[src/hw/rtl/crs_pkg.sv]
// Shared types and constants of the CCD readout clock sequencer.
// Used by the controller, the datapath and the top level.
`default_nettype none
package crs_pkg;

    localparam int unsigned DEF_MAX_COLUMNS       = 2048;
    localparam int unsigned DEF_MAX_ROWS          = 4096;
    localparam int unsigned DEF_FLUSH_GROUP_LINES = 32;
    localparam int unsigned DEF_PHASE_REPEAT      = 4;

    localparam int unsigned CFG_IDX_W  = 4;
    localparam int unsigned CFG_DATA_W = 13;

    localparam logic [CFG_IDX_W-1:0] CFG_SENSOR_COLUMNS     = 4'd0;
    localparam logic [CFG_IDX_W-1:0] CFG_SENSOR_ROWS        = 4'd1;
    localparam logic [CFG_IDX_W-1:0] CFG_DEAD_COLUMNS_BEGIN = 4'd2;
    localparam logic [CFG_IDX_W-1:0] CFG_DEAD_COLUMNS_END   = 4'd3;
    localparam logic [CFG_IDX_W-1:0] CFG_DEAD_ROWS_BEGIN    = 4'd4;
    localparam logic [CFG_IDX_W-1:0] CFG_DEAD_ROWS_END      = 4'd5;
    localparam logic [CFG_IDX_W-1:0] CFG_BIN_COLUMNS        = 4'd6;
    localparam logic [CFG_IDX_W-1:0] CFG_BIN_ROWS           = 4'd7;

    localparam logic [1:0] FUNC_STEP  = 2'd0;
    localparam logic [1:0] FUNC_FLUSH = 2'd1;
    localparam logic [1:0] FUNC_READ  = 2'd2;
    localparam logic [1:0] FUNC_NONE  = 2'd3;

    // segment codes of the sequence
    localparam logic [2:0] PH_FLUSH_SHIFT = 3'd0;
    localparam logic [2:0] PH_FLUSH_LINE  = 3'd1;
    localparam logic [2:0] PH_DEAD_SHIFT  = 3'd2;
    localparam logic [2:0] PH_DEAD_LINE   = 3'd3;
    localparam logic [2:0] PH_ROW_SHIFT   = 3'd4;
    localparam logic [2:0] PH_DCB         = 3'd5;
    localparam logic [2:0] PH_PIXEL       = 3'd6;
    localparam logic [2:0] PH_DCE         = 3'd7;

    localparam logic [15:0] PIX_XOR = 16'h8888;
    localparam logic [15:0] PIX_MAX = 16'd32767;

    typedef enum logic [1:0] {
        MODE_IDLE,
        MODE_FLUSH,
        MODE_READ
    } t_mode;

    typedef enum logic [1:0] {
        ST_IDLE,
        ST_DIV,
        ST_SETTLE
    } t_state;

    typedef struct packed {
        logic start;
        logic emit_plain;
        logic div_finish;
        logic step;
        logic advance;
        logic emit_write;
        logic emit_done;
    } t_cmd;

    typedef struct packed {
        logic active;
        logic div_busy;
        logic fin;
        logic ready;
        logic out_free;
    } t_stat;

endpackage
`default_nettype wire

[src/hw/rtl/ccd_readout_clock_sequencer.sv]
// Top level of the CCD readout clock sequencer.
// Joins crs_ctrl and crs_dp; uses crs_pkg.
`default_nettype none
// Each input word gives one result word. A step word is accepted from the
// idle state; the settle state then walks past any empty segments (when dead
// columns or rows are zero) before the write or done result is registered.
// A start word runs the bit-serial dividers that form the output row and
// column counts; the flush group count comes from a reciprocal multiply at
// the start. Ignored words and steps while idle get a plain result straight
// from the idle state. Configuration is latched when a flush or readout starts.
module ccd_readout_clock_sequencer #(
    parameter int unsigned MAX_COLUMNS       = crs_pkg::DEF_MAX_COLUMNS,
    parameter int unsigned MAX_ROWS          = crs_pkg::DEF_MAX_ROWS,
    parameter int unsigned FLUSH_GROUP_LINES = crs_pkg::DEF_FLUSH_GROUP_LINES,
    parameter int unsigned PHASE_REPEAT      = crs_pkg::DEF_PHASE_REPEAT
) (
    input  wire logic                           i_clk,
    input  wire logic                           i_rst_n,
    input  wire logic                           i_cfg_we,
    input  wire logic [crs_pkg::CFG_IDX_W-1:0]  i_cfg_index,
    input  wire logic [crs_pkg::CFG_DATA_W-1:0] i_cfg_data,
    input  wire logic                           i_in_valid,
    output logic                                o_in_stall,
    input  wire logic [1:0]                     i_func,
    input  wire logic [7:0]                     i_status_byte,
    output logic                                o_out_valid,
    input  wire logic                           i_out_stall,
    output logic                                o_port_write,
    output logic [7:0]                          o_port_byte,
    output logic                                o_pixel_valid,
    output logic [14:0]                         o_pixel_value,
    output logic [22:0]                         o_pixel_index,
    output logic                                o_busy_res,
    output logic                                o_sequence_done
);
    import crs_pkg::*;

    t_cmd  cmd;
    t_stat stat;

    crs_ctrl u_ctrl (
        .i_clk, .i_rst_n, .i_in_valid, .i_func,
        .i_stat(stat), .o_in_stall, .o_cmd(cmd)
    );

    crs_dp #(
        .MAX_COLUMNS(MAX_COLUMNS), .MAX_ROWS(MAX_ROWS),
        .FLUSH_GROUP_LINES(FLUSH_GROUP_LINES), .PHASE_REPEAT(PHASE_REPEAT)
    ) u_dp (
        .i_clk, .i_rst_n, .i_cmd(cmd), .o_stat(stat),
        .i_cfg_we, .i_cfg_index, .i_cfg_data, .i_func, .i_status_byte,
        .i_out_stall, .o_out_valid, .o_port_write, .o_port_byte,
        .o_pixel_valid, .o_pixel_value, .o_pixel_index, .o_busy_res,
        .o_sequence_done
    );

    a_hold_input: assert property (@(posedge i_clk) disable iff (!i_rst_n)
        (o_out_valid && i_out_stall) |-> o_in_stall)
        else $error("word accepted while result held");

    a_write_xor_done: assert property (@(posedge i_clk) disable iff (!i_rst_n)
        o_out_valid |-> !(o_port_write && o_sequence_done))
        else $error("write and done in one result");

    a_pixel_on_step: assert property (@(posedge i_clk) disable iff (!i_rst_n)
        (o_out_valid && o_pixel_valid) |-> ((o_port_write || o_sequence_done) && o_busy_res))
        else $error("pixel outside a sequence step");
endmodule
`default_nettype wire

[src/hw/rtl/crs_div.sv]
// Restoring divider, one quotient bit per cycle.
// Stand-alone; used by the sequencer datapath for the start-up divisions.
`default_nettype none
module crs_div #(
    parameter int unsigned DW = 14,
    parameter int unsigned VW = 7
) (
    input  wire logic          i_clk,
    input  wire logic          i_rst_n,
    input  wire logic          i_start,
    input  wire logic [DW-1:0] i_dividend,
    input  wire logic [VW-1:0] i_divisor,
    output logic      [DW-1:0] o_quot,
    output logic               o_busy
);
    localparam int unsigned CNT_W = $clog2(DW + 1);

    logic [VW-1:0]    r_rem;
    logic [DW-1:0]    r_quo;
    logic [CNT_W-1:0] r_cnt;
    logic [VW:0]      trial;
    logic             ge;

    assign trial  = {r_rem, r_quo[DW-1]};
    assign ge     = trial >= {1'b0, i_divisor};
    assign o_quot = r_quo;
    assign o_busy = r_cnt != '0;

    always_ff @(posedge i_clk) begin
        if (!i_rst_n) begin
            r_cnt <= '0;
        end else if (i_start) begin
            r_cnt <= CNT_W'(DW);
        end else if (o_busy) begin
            r_cnt <= r_cnt - 1'b1;
        end
    end

    always_ff @(posedge i_clk) begin
        if (i_start) begin
            r_rem <= '0;
            r_quo <= i_dividend;
        end else if (o_busy) begin
            r_rem <= ge ? VW'(trial - {1'b0, i_divisor}) : trial[VW-1:0];
            r_quo <= {r_quo[DW-2:0], ge};
        end
    end
endmodule
`default_nettype wire

[src/hw/rtl/crs_dp.sv]
// Datapath of the sequencer: configuration, counters, byte patterns,
// pixel rebuild and the output register. Uses crs_pkg and crs_div.
`default_nettype none
module crs_dp #(
    parameter int unsigned MAX_COLUMNS       = crs_pkg::DEF_MAX_COLUMNS,
    parameter int unsigned MAX_ROWS          = crs_pkg::DEF_MAX_ROWS,
    parameter int unsigned FLUSH_GROUP_LINES = crs_pkg::DEF_FLUSH_GROUP_LINES,
    parameter int unsigned PHASE_REPEAT      = crs_pkg::DEF_PHASE_REPEAT
) (
    input  wire logic                              i_clk,
    input  wire logic                              i_rst_n,
    input  wire crs_pkg::t_cmd                     i_cmd,
    output crs_pkg::t_stat                         o_stat,
    input  wire logic                              i_cfg_we,
    input  wire logic [crs_pkg::CFG_IDX_W-1:0]     i_cfg_index,
    input  wire logic [crs_pkg::CFG_DATA_W-1:0]    i_cfg_data,
    input  wire logic [1:0]                        i_func,
    input  wire logic [7:0]                        i_status_byte,
    input  wire logic                              i_out_stall,
    output logic                                   o_out_valid,
    output logic                                   o_port_write,
    output logic [7:0]                             o_port_byte,
    output logic                                   o_pixel_valid,
    output logic [14:0]                            o_pixel_value,
    output logic [22:0]                            o_pixel_index,
    output logic                                   o_busy_res,
    output logic                                   o_sequence_done
);
    import crs_pkg::*;

    localparam int unsigned SHIFT_WRITES = 5 * PHASE_REPEAT;
    // reciprocal of the group size; exact for dividends below 2^14, groups up to 64
    localparam int unsigned GRP_SHIFT = 20;
    localparam int unsigned GRP_RECIP =
        ((1 << GRP_SHIFT) + FLUSH_GROUP_LINES - 1) / FLUSH_GROUP_LINES;

    // configuration
    logic [11:0] r_cfg_cols;
    logic [12:0] r_cfg_rows;
    logic [7:0]  r_cfg_dcb, r_cfg_dce, r_cfg_drb, r_cfg_dre;
    logic [4:0]  r_cfg_binx, r_cfg_biny;

    // values latched at start; the output counts when the dividers finish
    logic [12:0] r_width;
    logic [13:0] r_groups;
    logic [4:0]  r_binx, r_biny;
    logic [7:0]  r_dcb, r_dce, r_drb;
    logic [11:0] r_ocols;
    logic [12:0] r_orows;

    // sequence state
    t_mode       r_mode;
    logic [2:0]  r_phase;
    logic [6:0]  r_ws;
    logic [3:0]  r_sub;
    logic [2:0]  r_pat;
    logic [2:0]  r_rc;
    logic [13:0] r_row, r_col;
    logic [11:0] r_nib;
    logic [13:0] r_pend_row, r_pend_col;

    // pixel of the current step
    logic        r_pv;
    logic [14:0] r_pval;
    logic [22:0] r_pidx;

    // output register
    logic        r_ovalid, r_owrite, r_opv, r_obusy, r_odone;
    logic [7:0]  r_obyte;
    logic [14:0] r_opval;
    logic [22:0] r_opidx;

    logic [12:0] cols_sat;
    logic [13:0] rows_sat;
    logic [13:0] flush_sum;
    logic [34:0] grp_prod;
    logic [13:0] q_cols, q_rows, q_grp;
    logic        b_cols, b_rows;
    logic [13:0] units;
    logic [6:0]  uwrites;
    logic [6:0]  pix_base;
    logic [6:0]  ws_inc;
    logic [6:0]  conv_off;
    logic [7:0]  byte_now;
    logic        fin, skip_dead;
    logic [3:0]  nib;
    logic [15:0] pix_raw;
    logic [13:0] mul_a;
    logic [25:0] prod;
    logic [22:0] idx;

    assign cols_sat  = ({1'b0, r_cfg_cols} > 13'(MAX_COLUMNS)) ? 13'(MAX_COLUMNS)
                                                              : {1'b0, r_cfg_cols};
    assign rows_sat  = ({1'b0, r_cfg_rows} > 14'(MAX_ROWS)) ? 14'(MAX_ROWS)
                                                           : {1'b0, r_cfg_rows};
    assign flush_sum = rows_sat + {6'd0, r_cfg_drb} + {6'd0, r_cfg_dre};
    assign grp_prod  = 35'(flush_sum) * 35'(GRP_RECIP);
    assign q_grp     = grp_prod[GRP_SHIFT +: 14];

    crs_div #(.DW(14), .VW(7)) u_div_cols (
        .i_clk, .i_rst_n, .i_start(i_cmd.start),
        .i_dividend({1'b0, cols_sat}), .i_divisor({2'd0, r_binx}),
        .o_quot(q_cols), .o_busy(b_cols)
    );
    crs_div #(.DW(14), .VW(7)) u_div_rows (
        .i_clk, .i_rst_n, .i_start(i_cmd.start),
        .i_dividend(rows_sat), .i_divisor({2'd0, r_biny}),
        .o_quot(q_rows), .o_busy(b_rows)
    );

    // units in the current segment and writes per unit
    always_comb begin
        case (r_phase)
            PH_FLUSH_SHIFT: units = 14'(FLUSH_GROUP_LINES);
            PH_FLUSH_LINE:  units = {1'b0, r_width};
            PH_DEAD_SHIFT:  units = 14'd1;
            PH_DEAD_LINE:   units = {r_width, 1'b0};
            PH_ROW_SHIFT:   units = {9'd0, r_biny};
            PH_DCB:         units = {6'd0, r_dcb};
            PH_PIXEL:       units = {2'd0, r_ocols};
            default:        units = {6'd0, r_dce};
        endcase
    end

    assign pix_base = 7'd8 + {1'b0, r_binx, 1'b0};
    assign conv_off = r_ws - pix_base;

    always_comb begin
        case (r_phase)
            PH_FLUSH_SHIFT, PH_DEAD_SHIFT, PH_ROW_SHIFT: uwrites = 7'(SHIFT_WRITES);
            PH_FLUSH_LINE:  uwrites = 7'd2;
            PH_PIXEL:       uwrites = 7'd12 + {1'b0, r_binx, 1'b0};
            default:        uwrites = 7'd3;
        endcase
    end

    always_comb begin
        byte_now = 8'hFB;
        case (r_phase)
            PH_FLUSH_SHIFT, PH_DEAD_SHIFT, PH_ROW_SHIFT: begin
                case (r_pat)
                    3'd1, 3'd3: byte_now = 8'hFA;
                    3'd2:       byte_now = 8'hF9;
                    default:    byte_now = 8'hFB;
                endcase
            end
            PH_FLUSH_LINE: byte_now = r_ws[0] ? 8'hFB : 8'hFF;
            PH_PIXEL: begin
                if (r_ws < 7'd5) begin
                    case (r_ws[2:0])
                        3'd0:    byte_now = 8'd247;
                        3'd4:    byte_now = 8'd239;
                        default: byte_now = 8'd255;
                    endcase
                end else if (r_ws < 7'd5 + {1'b0, r_binx, 1'b0}) begin
                    byte_now = r_ws[0] ? 8'd255 : 8'd251;
                end else if (r_ws < pix_base) begin
                    byte_now = 8'd251;
                end else begin
                    case (conv_off[1:0])
                        2'd0:    byte_now = 8'd219;
                        2'd1:    byte_now = 8'd91;
                        2'd2:    byte_now = 8'd155;
                        default: byte_now = 8'd27;
                    endcase
                end
            end
            default: begin
                case (r_ws[1:0])
                    2'd0:    byte_now = 8'hF7;
                    2'd1:    byte_now = 8'hFF;
                    default: byte_now = 8'hFB;
                endcase
            end
        endcase
    end

    assign fin = (r_mode == MODE_FLUSH && r_row >= r_groups)
              || (r_mode == MODE_READ && r_phase >= PH_ROW_SHIFT && r_row >= {1'b0, r_orows});
    assign skip_dead = r_mode == MODE_READ && r_phase <= PH_DEAD_LINE
                    && r_row >= {6'd0, r_drb};
    assign ws_inc = r_ws + 7'd1;

    assign nib     = i_status_byte[7:4];
    assign pix_raw = {nib, r_nib} ^ PIX_XOR;
    assign mul_a   = (r_pend_col == '0) ? r_pend_row - 14'd1 : r_pend_row + 14'd1;
    assign prod    = mul_a * r_ocols;
    assign idx     = 23'(prod - ((r_pend_col == '0) ? 26'd0 : {12'd0, r_pend_col}));

    assign o_stat.active   = r_mode != MODE_IDLE;
    assign o_stat.div_busy = b_cols | b_rows;
    assign o_stat.fin      = fin;
    assign o_stat.ready    = !fin && !skip_dead && r_col < units;
    assign o_stat.out_free = !r_ovalid || !i_out_stall;

    always_ff @(posedge i_clk) begin
        if (!i_rst_n) begin
            r_cfg_cols <= 12'd768;
            r_cfg_rows <= 13'd512;
            r_cfg_dcb  <= 8'd14;
            r_cfg_dce  <= 8'd14;
            r_cfg_drb  <= 8'd4;
            r_cfg_dre  <= 8'd4;
            r_cfg_binx <= 5'd1;
            r_cfg_biny <= 5'd1;
        end else if (i_cfg_we) begin
            case (i_cfg_index)
                CFG_SENSOR_COLUMNS:     r_cfg_cols <= i_cfg_data[11:0];
                CFG_SENSOR_ROWS:        r_cfg_rows <= i_cfg_data;
                CFG_DEAD_COLUMNS_BEGIN: r_cfg_dcb  <= i_cfg_data[7:0];
                CFG_DEAD_COLUMNS_END:   r_cfg_dce  <= i_cfg_data[7:0];
                CFG_DEAD_ROWS_BEGIN:    r_cfg_drb  <= i_cfg_data[7:0];
                CFG_DEAD_ROWS_END:      r_cfg_dre  <= i_cfg_data[7:0];
                CFG_BIN_COLUMNS:        r_cfg_binx <= i_cfg_data[4:0];
                CFG_BIN_ROWS:           r_cfg_biny <= i_cfg_data[4:0];
                default: ;
            endcase
        end
    end

    always_ff @(posedge i_clk) begin
        if (!i_rst_n) begin
            r_mode     <= MODE_IDLE;
            r_phase    <= PH_FLUSH_SHIFT;
            r_ws       <= '0;
            r_sub      <= '0;
            r_pat      <= '0;
            r_rc       <= '0;
            r_row      <= '0;
            r_col      <= '0;
            r_nib      <= '0;
            r_ocols    <= '0;
            r_orows    <= '0;
            r_groups   <= '0;
            r_width    <= '0;
            r_binx     <= '0;
            r_biny     <= '0;
            r_dcb      <= '0;
            r_dce      <= '0;
            r_drb      <= '0;
            r_pend_row <= '0;
            r_pend_col <= '0;
            r_pv       <= 1'b0;
        end else begin
            if (i_cmd.start) begin
                r_mode   <= (i_func == FUNC_FLUSH) ? MODE_FLUSH : MODE_READ;
                r_phase  <= (i_func == FUNC_FLUSH) ? PH_FLUSH_SHIFT : PH_DEAD_SHIFT;
                r_binx   <= (r_cfg_binx == '0) ? 5'd1 : r_cfg_binx;
                r_biny   <= (r_cfg_biny == '0) ? 5'd1 : r_cfg_biny;
                r_dcb    <= r_cfg_dcb;
                r_dce    <= r_cfg_dce;
                r_drb    <= r_cfg_drb;
                r_width  <= cols_sat + {5'd0, r_cfg_dcb} + {5'd0, r_cfg_dce};
                r_groups <= q_grp + 14'(FLUSH_GROUP_LINES);
                r_row    <= '0;
                r_col    <= '0;
                r_ws     <= '0;
                r_sub    <= '0;
                r_pat    <= '0;
                r_rc     <= '0;
                r_nib    <= '0;
            end
            if (i_cmd.div_finish) begin
                r_ocols  <= q_cols[11:0];
                r_orows  <= q_rows[12:0];
            end
            if (i_cmd.step) begin
                r_pv <= 1'b0;
                case (r_rc)
                    3'd1: r_nib[3:0]  <= nib;
                    3'd2: r_nib[7:4]  <= nib;
                    3'd3: r_nib[11:8] <= nib;
                    3'd4: begin
                        r_pv   <= (r_pend_col != '0) || (r_pend_row != '0);
                        r_pval <= (pix_raw > PIX_MAX) ? 15'(PIX_MAX) : pix_raw[14:0];
                        r_pidx <= idx;
                        r_nib  <= '0;
                    end
                    default: ;
                endcase
                r_rc <= '0;
            end
            if (i_cmd.advance) begin
                r_col <= '0;
                r_ws  <= '0;
                r_sub <= '0;
                r_pat <= '0;
                if (skip_dead) begin
                    r_phase <= PH_ROW_SHIFT;
                    r_row   <= '0;
                end else begin
                    case (r_phase)
                        PH_FLUSH_LINE: begin
                            r_phase <= PH_FLUSH_SHIFT;
                            r_row   <= r_row + 14'd1;
                        end
                        PH_DEAD_LINE: begin
                            r_phase <= PH_DEAD_SHIFT;
                            r_row   <= r_row + 14'd1;
                        end
                        PH_DCE: begin
                            r_phase <= PH_ROW_SHIFT;
                            r_row   <= r_row + 14'd1;
                        end
                        default: r_phase <= r_phase + 3'd1;
                    endcase
                end
            end
            if (i_cmd.emit_done) begin
                r_mode <= MODE_IDLE;
            end
            if (i_cmd.emit_write) begin
                if (r_phase == PH_PIXEL && r_ws >= pix_base) begin
                    r_rc <= conv_off[2:0] + 3'd1;
                    if (conv_off[2:0] == 3'd0) begin
                        r_nib <= '0;
                    end
                    if (conv_off[2:0] == 3'd3) begin
                        r_pend_row <= r_row;
                        r_pend_col <= r_col;
                    end
                end
                if (ws_inc >= uwrites) begin
                    r_ws  <= '0;
                    r_sub <= '0;
                    r_pat <= '0;
                    r_col <= r_col + 14'd1;
                end else begin
                    r_ws <= ws_inc;
                    if (r_sub == 4'(PHASE_REPEAT - 1)) begin
                        r_sub <= '0;
                        r_pat <= r_pat + 3'd1;
                    end else begin
                        r_sub <= r_sub + 4'd1;
                    end
                end
            end
        end
    end

    // output register
    always_ff @(posedge i_clk) begin
        if (!i_rst_n) begin
            r_ovalid <= 1'b0;
        end else if (i_cmd.emit_plain || i_cmd.div_finish || i_cmd.emit_write
                     || i_cmd.emit_done) begin
            r_ovalid <= 1'b1;
        end else if (!i_out_stall) begin
            r_ovalid <= 1'b0;
        end
    end

    always_ff @(posedge i_clk) begin
        if (i_cmd.emit_plain || i_cmd.div_finish || i_cmd.emit_write
            || i_cmd.emit_done) begin
            r_owrite <= i_cmd.emit_write;
            r_obyte  <= i_cmd.emit_write ? byte_now : 8'd0;
            r_odone  <= i_cmd.emit_done;
            r_obusy  <= i_cmd.emit_plain ? (r_mode != MODE_IDLE) : 1'b1;
            r_opv    <= (i_cmd.emit_write || i_cmd.emit_done) && r_pv;
            r_opval  <= ((i_cmd.emit_write || i_cmd.emit_done) && r_pv) ? r_pval : '0;
            r_opidx  <= ((i_cmd.emit_write || i_cmd.emit_done) && r_pv) ? r_pidx : '0;
        end
    end

    assign o_out_valid     = r_ovalid;
    assign o_port_write    = r_owrite;
    assign o_port_byte     = r_obyte;
    assign o_pixel_valid   = r_opv;
    assign o_pixel_value   = r_opval;
    assign o_pixel_index   = r_opidx;
    assign o_busy_res      = r_obusy;
    assign o_sequence_done = r_odone;
endmodule
`default_nettype wire

[src/hw/rtl/crs_ctrl.sv]
// Controller state machine of the sequencer.
// Uses crs_pkg; drives the datapath through t_cmd and reads t_stat.
`default_nettype none
module crs_ctrl (
    input  wire logic           i_clk,
    input  wire logic           i_rst_n,
    input  wire logic           i_in_valid,
    input  wire logic [1:0]     i_func,
    input  wire crs_pkg::t_stat i_stat,
    output logic                o_in_stall,
    output crs_pkg::t_cmd       o_cmd
);
    import crs_pkg::*;

    t_state r_state, n_state;
    logic   accept;

    assign accept     = i_in_valid && r_state == ST_IDLE && i_stat.out_free;
    assign o_in_stall = !(r_state == ST_IDLE && i_stat.out_free);

    always_ff @(posedge i_clk) begin
        if (!i_rst_n) begin
            r_state <= ST_IDLE;
        end else begin
            r_state <= n_state;
        end
    end

    always_comb begin
        n_state = r_state;
        case (r_state)
            ST_IDLE: begin
                if (accept) begin
                    if (i_func == FUNC_STEP) begin
                        if (i_stat.active) n_state = ST_SETTLE;
                    end else if (i_func != FUNC_NONE && !i_stat.active) begin
                        n_state = ST_DIV;
                    end
                end
            end
            ST_DIV: if (!i_stat.div_busy) n_state = ST_IDLE;
            ST_SETTLE: if (i_stat.fin || i_stat.ready) n_state = ST_IDLE;
            default: n_state = ST_IDLE;
        endcase
    end

    always_comb begin
        o_cmd = '0;
        case (r_state)
            ST_IDLE: begin
                if (accept) begin
                    if (i_func == FUNC_STEP) begin
                        if (i_stat.active) o_cmd.step = 1'b1;
                        else o_cmd.emit_plain = 1'b1;
                    end else if (i_func != FUNC_NONE && !i_stat.active) begin
                        o_cmd.start = 1'b1;
                    end else begin
                        o_cmd.emit_plain = 1'b1;
                    end
                end
            end
            ST_DIV: o_cmd.div_finish = !i_stat.div_busy;
            ST_SETTLE: begin
                // walk past empty segments one per cycle
                if (i_stat.fin) o_cmd.emit_done = 1'b1;
                else if (i_stat.ready) o_cmd.emit_write = 1'b1;
                else o_cmd.advance = 1'b1;
            end
            default: ;
        endcase
    end
endmodule
`default_nettype wire
[config.mk]
export PLATFORM = sky130hd
export DESIGN_NAME = ccd_readout_clock_sequencer
export DESIGN_NICKNAME = d
export VERILOG_FILES = /design/src/hw/rtl/crs_pkg.sv /design/src/hw/rtl/ccd_readout_clock_sequencer.sv /design/src/hw/rtl/crs_div.sv /design/src/hw/rtl/crs_dp.sv /design/src/hw/rtl/crs_ctrl.sv
export SDC_FILE = /design/constraint.sdc
export NUM_CORES = 1
export LEC_CHECK = 0
export ABC_AREA = 1
export BUFFER_PORTS_ARGS = -buffer_cell sky130_fd_sc_hd__buf_2
export CORE_ASPECT_RATIO = 1.25
export CORE_MARGIN = 2
export CORE_UTILIZATION = 28
export DETAILED_ROUTE_END_ITERATION = 16
export HOLD_SLACK_MARGIN = 0.1
export PLACE_DENSITY_LB_ADDON = 0.05
export SYNTH_ARGS = -nofsm -noshare
export SYNTH_HDL_FRONTEND = slang
export SYNTH_HIERARCHICAL = 1
export SYNTH_SLANG_ARGS = --single-unit
[constraint.sdc]
create_clock -name i_clk -period 14.9 [get_ports i_clk]
set_input_delay 2.98 -clock i_clk [delete_from_list [all_inputs] [get_ports i_clk]]
set_output_delay 2.98 -clock i_clk [all_outputs]
set_load 0.01 [all_outputs]
; ---- Word-level counts from Yosys, hierarchy flattened
; Index checks and enable logic that the tools add are counted.
[op_classes]
add_sub_neg = 23
multipliers = 1
n_lt_le_gt_ge = 16
n_eq_ne = 39
mux = 95
n_bitwise = 3
reduce_logical = 64
[ops]
columns = op, count
row1 = two-way mux 14 bit, 12
row2 = one-hot mux 14 bit (7 select lines), 1
row3 = two-way mux 12 bit, 6
row4 = one-hot mux 8 bit (3 select lines), 2
row5 = two-way mux 3 bit, 15
row6 = adder 14 x 1 -> 14 bit (second input constant), 3
row7 = two-way mux 7 bit, 6
row8 = two-way mux 13 bit, 3
row9 = two-way mux 4 bit, 9
row10 = one-hot mux 4 bit (2 select lines), 4
row11 = adder 14 x 8 -> 14 bit, 2
row12 = nonzero test 14 bit, 2
row13 = adder 13 x 8 -> 13 bit, 2
row14 = two-way mux 8 bit, 3
row15 = multiplier 14 x 12 -> 23 bit, 1
row16 = subtractor 23 bit, 1
row17 = two-way mux 2 bit, 11
row18 = equality test 3 x 2 -> 1 bit (second input constant), 7
row19 = one-hot mux 7 bit (3 select lines), 1
row20 = equality test 3 bit (second input constant), 6
row21 = equality test 4 x 3 -> 1 bit (second input constant), 4
row22 = greater-or-equal comparator 8 x 5 -> 1 bit, 2
row23 = > comparator 16 x 15 -> 1 bit (second input constant), 1
row24 = two-way mux 1 bit, 16
row25 = other kinds (54), 121
[totals]
reg_bits = 385
inputBits = 32
output_inout_bits = 52
word_cells = 290

; ---- Longest topological paths before layout
[depth]
word_depth = 14
depth_mapped = 37
mapped_depth_nobuf = 37

; ---- By module
; The synthesis kept the hierarchy.
[by_module_without_submodules]
columns = module, n_inst, cells_each, area_per_inst_um2, seq_area_each_um2
row1 = crs_dp, 1, 2847, 22691.8, 7467.2
row2 = crs_div, 2, 199, 1522.7, 640.6
row3 = crs_ctrl, 1, 42, 217.7, 40.0

; ---- Worst setup path before layout
; Ideal clock, no wire load.
[synth_timing]
path_kind = register to register
start = register u_dp.r_pend_col[0]
end = register u_dp.r_pidx[20] (data pin)
setup_ps = 259
t_arrival_ps = 6341
t_required_ps = 14641
path_slack_ps = 8300
stages_incl_launch_ff = 36
path_buffers = 0
period_less_slack_ps = 6600
cell_sequence = dfxtp_1 > inv_1 > ha_1 > nand3_1 > nor2_1 > nand2_1 > inv_1 > ha_1 > nand2_1 > inv_2 > nand2_1 > nand2_1 > a31oi_1 > o21bai_2 > xor2_2 > inv_2 > nor2_1 > fa_1 > inv_1 > fa_1 > inv_1 > fa_1 > fa_1 > inv_1 > fa_1 > inv_1 > ha_1 > nand2_1 > nor2_1 > nand2_1 > o211ai_1 > a21oi_1 > o21bai_1 > nand3_1 > nand2_1 > xor2_1
[synth_via]
elab_chain_len = 4
elab_cells_between_ends = 5
cone_classes = add/sub: 1 / mul: 1 / mux: 2 / reduce/logical: 1
[synth_lines]
columns = item, line
row1 = start: declaration, crs_dp.sv:60  ; logic [13:0] r_pend_row, r_pend_col;
row2 = start signal: assignment, crs_dp.sv:320  ; r_pend_col <= r_col;
row3 = zero test 14 bit, "crs_dp.sv:186, crs_dp.sv:188"
row4 = two-way mux 14 bit, crs_dp.sv:186  ; assign mul_a = (r_pend_col == '0) ? r_pend_row - 14'd1 : r_pend_row + 14'd1;
row5 = multiplier 14 x 12 -> 23 bit, crs_dp.sv:187  ; assign prod = mul_a * r_ocols;
row6 = subtractor 23 bit (*), crs_dp.sv:188  ; assign idx = 23'(prod - ((r_pend_col == '0) ? 26'd0 : {12'd0, r_pend_col}));
row7 = via u_dp.idx[20], crs_dp.sv:90  ; logic [22:0] idx;
row8 = end signal: assignment, crs_dp.sv:276  ; r_pidx <= idx;
row9 = end: declaration, crs_dp.sv:65  ; logic [22:0] r_pidx;
; Mark *: on every way through the listed nets, which the timed path passes. The rest lies on a longest branch.
; A chain may end at the register's enable or synchronous reset.

; ---- Final worst setup path
[layout_timing]
start = register u_dp.r_pend_col[0]
end = register u_dp.r_pidx[22] (data pin)
; The elaborated chain is that of the path after synthesis.

==> results.py <==
metrics = {
    "routing": {
        "routed_wl_mm": 77.63,
        "drc": 0,
        "routed_via_density": 4.601,
        "drtIter0Drc": 1082,
        "route.antenna.remaining_nets": 0,
        "firstDrtPassIters": 5,
        "post_drt_wl_per_cell_um": 16.99,
        "vias": 21030,
    },
    "clock_network": {
        "cts_resized": 0,
        "cts_setup_buffers": 0,
        "htreeDepth": 2,
        "cts_tree": "done",
        "cts_buffers": 47,
        "cts_sinks": 381,
        "path_clk_slew_ns": 0.06,
        "cts_hold_buf": 0,
        "clock-root-buffer": "clkbuf_16",
        "clk_latency_ns": 0.60,
        "clockBufferDepth": 3,
    },
    "hold_path": {
        "hold_class": "register to register",
        "hp-start": "u_dp/r_groups[8]$_SDFFE_PN0P_",
    },
    "sta": {
        "rsz0062_at_grt": "false",
        "tightest_slew_ns": 1.136,
        "hold_violations": 0,
        "finalCritPeriodShare_pct": 53.99,
        "finalMaxSlewViolations": 0,
        "fin_tns_setup_ns": 0,
        "setup_viol": 0,
        "slew_headroom_pct": 24.05,
        "finalClockSkew_ns": 0.02001,
        "layout_min_cycle_time_ns": 8.044,
        "max_freq_ghz": 0.1243,
    },
    "global_route": {
        "grt_pass1_vias": 21650,
        "overflow": 0,
        "grt_util_all_layers_pct": 16.33,
        "grt_first_pass_wirelength_mm": 122.8,
        "grt_start_max_net_pins": 81,
        "grt_antenna_before_repair": 0,
    },
    "synth": {
        "ys_ff_latch": 381,
        "synth_edf_count": 116,
        "syn_area_sq_mm": 0.02595,
        "ys_warn_count": 6,
        "syn-mean-instance-area_sq_um": 7.896,
        "ys_top_cells_by_area": "dfxtp_1 (20%), edfxtp_1 (13%), fa_1 (12%), ha_1 (9.7%), nand2_1 (9.0%)",
        "synthArstFlopShare_pct": 0,
        "seq_area_frac_synth_pct": 33.86,
        "syn_inst": 3287,
        "synth_top_flop_cell": "dfxtp_1",
        "synth_top_area_cell": "dfxtp_1",
        "synth.distinct_cells": 63,
        "synth_top_area_share_pct": 20.44,
    },
    "critical_path": {
        "crit_path_top_delay_cell": "fa_1",
        "crit_fanout": 14,
        "critPathKind": "register to register",
        "cp-start-kind": "register",
        "max_stage_delay_ns": 0.55,
        "crit-reg2reg-launch": "u_dp/r_pend_col[0]$_SDFFE_PN0P_",
        "cp.arrival_ns": 8.34,
        "required_ns": 15.20,
        "timing.critical_path.from": "u_dp/r_pend_col[0]$_SDFFE_PN0P_",
        "critPathCaptureType": "register",
        "cpMostUsedCell": "nand2_1",
    },
    "pwr": {
        "fin_total_pwr_mw": 5.192,
        "power_density_mw_per_mm2": 178.0,
        "vdd_drop_max_mv": 0.1284,
        "leakagePower_nw": 13.07,
    },
    "floorplanning": {
        "dieHeight_um": 344.4,
        "die_area_sq_mm": 0.09516,
        "boundaryPins": 84,
        "start_util_pct": 28.31,
        "design.core.area_sq_mm": 0.09169,
        "die_x_um": 276.3,
        "rows": 124,
    },
    "cells_and_area": {
        "syn2layout_area_growth_pct": 12.37,
        "final_common_cell": "nand2_1",
        "diodes": 0,
        "fin_area_sq_mm": 0.02917,
        "layout.nets": 3719,
        "drive_above_1_share_pct": 8.212,
        "layout_common_cells": "nand2_1 (618), inv_1 (588), nor2_1 (281), dfxtp_1 (265), a21oi_1 (255)",
    },
    "placed_design": {
        "place_congestion": 0.8206,
        "post-dp-hpwl_mm": 60.55,
        "placed_area_sq_mm": 0.02763,
        "port_buffers": 79,
    },
    "run_status": {
        "status": "complete, no violations",
    },
    "run": {
        "max_cap_viol_count": 0,
    },
}
## report_power, final
part	switching, mW	internal [mW]
combinational	1.67	0.964
sequential	0.0753	1.32
clock	0.479	0.678
total	2.23	2.97
## flip-flops by register name, summed over array words and instances, names as in the netlist, 15 cells and up
name,count
u_dp/o_pixel_value,15
u_dp/r_pidx,23
u_dp/r_pval,15
u_dp/o_pixel_index,23
## kinds of logic after synthesis
group | Yosys count | synth area share (%)
buf+inv | 723 | 10.57
simple gates | 1201 | 20.09
mux | 1 | 0.03857
xor+xnor | 46 | 1.697
other cells | 1 | 0.01445
compound gates | 582 | 12.42
flops | 381 | 33.86
fa+ha+maj | 352 | 21.31
## stage by stage
| step | setup slack [ns] | utilization (%) | hold slack, ns | std cells |
|---|---|---|---|---|
| after floorplan | 8.300 | - | 0.4220 | 3293 |
| after global placement | 6.524 | 30.13 | 0.4348 | 4483 |
| after detailed placement | 6.456 | 30.13 | 0.4360 | 4483 |
| after CTS | 6.460 | 31.81 | 0.4451 | 4570 |
| after global routing | 6.171 | 31.81 | 0.4647 | 4570 |
| final | 6.856 | 31.81 | 0.4422 | 4570 |
## cell usage after synthesis, drive strengths merged (10+ instances only)
cell type  number
nor3           17
xor2           30
dfxtp         265
o21ai         209
a21oi         259
edfxtp        116
nand3b         13
xnor2          16
o32ai          13
nand2         642
o22ai          43
clkinv         11
nand3         158
a31oi          13
fa            150
nor4           10
nand4          47
buf            19
clkbuf         84
inv           609
nor2          303
ha            202
## metal layers
metal | global-route usage, % | share of wire, % | wire length [um] | up-vias
met1 | 19.59 | 44 | 34280 | 10020
met4 | 3.700 | 1.8 | 1384 | 0
met2 | 31.06 | 52 | 40040 | 254
met3 | 1.870 | 2.5 | 1930 | 88
met5 | 0 | 0 | 0 | -
li1 | - | - | - | 10670
## path summary, 6_finish.rpt
kind	end	slack, ns	cells past startpoint
min	u_dp/r_groups[8]$_SDFFE_PN0P_	0.44	2
max reg2reg	u_dp/r_pidx[22]$_DFFE_PP_	6.86	32
max	u_dp/r_pidx[22]$_DFFE_PP_	6.86	32
min reg2reg	u_dp/r_groups[8]$_SDFFE_PN0P_	0.44	2
## worst max-delay path: cells and delay by family, from the launching register on
| kind | cells | cell delay, ns |
|---|---|---|
| simple gates | 11 | 1.15 |
| flops | 1 | 0.30 |
| xor+xnor | 1 | 0.44 |
| compound gates | 6 | 1.34 |
| buf+inv | 6 | 0.88 |
| fa+ha+maj | 8 | 3.62 |
## cell type report
class,count,area [sq um]
clock buffers,67,1333
clock inverters,20,202.7
fillers,9853,62530
inverters,620,2327
multi-input cells,2189,14490
flip-flops and latches,381,8788
well taps,1197,1498
repair buffers,96,525.5
(Power assumes the default switching activity.)
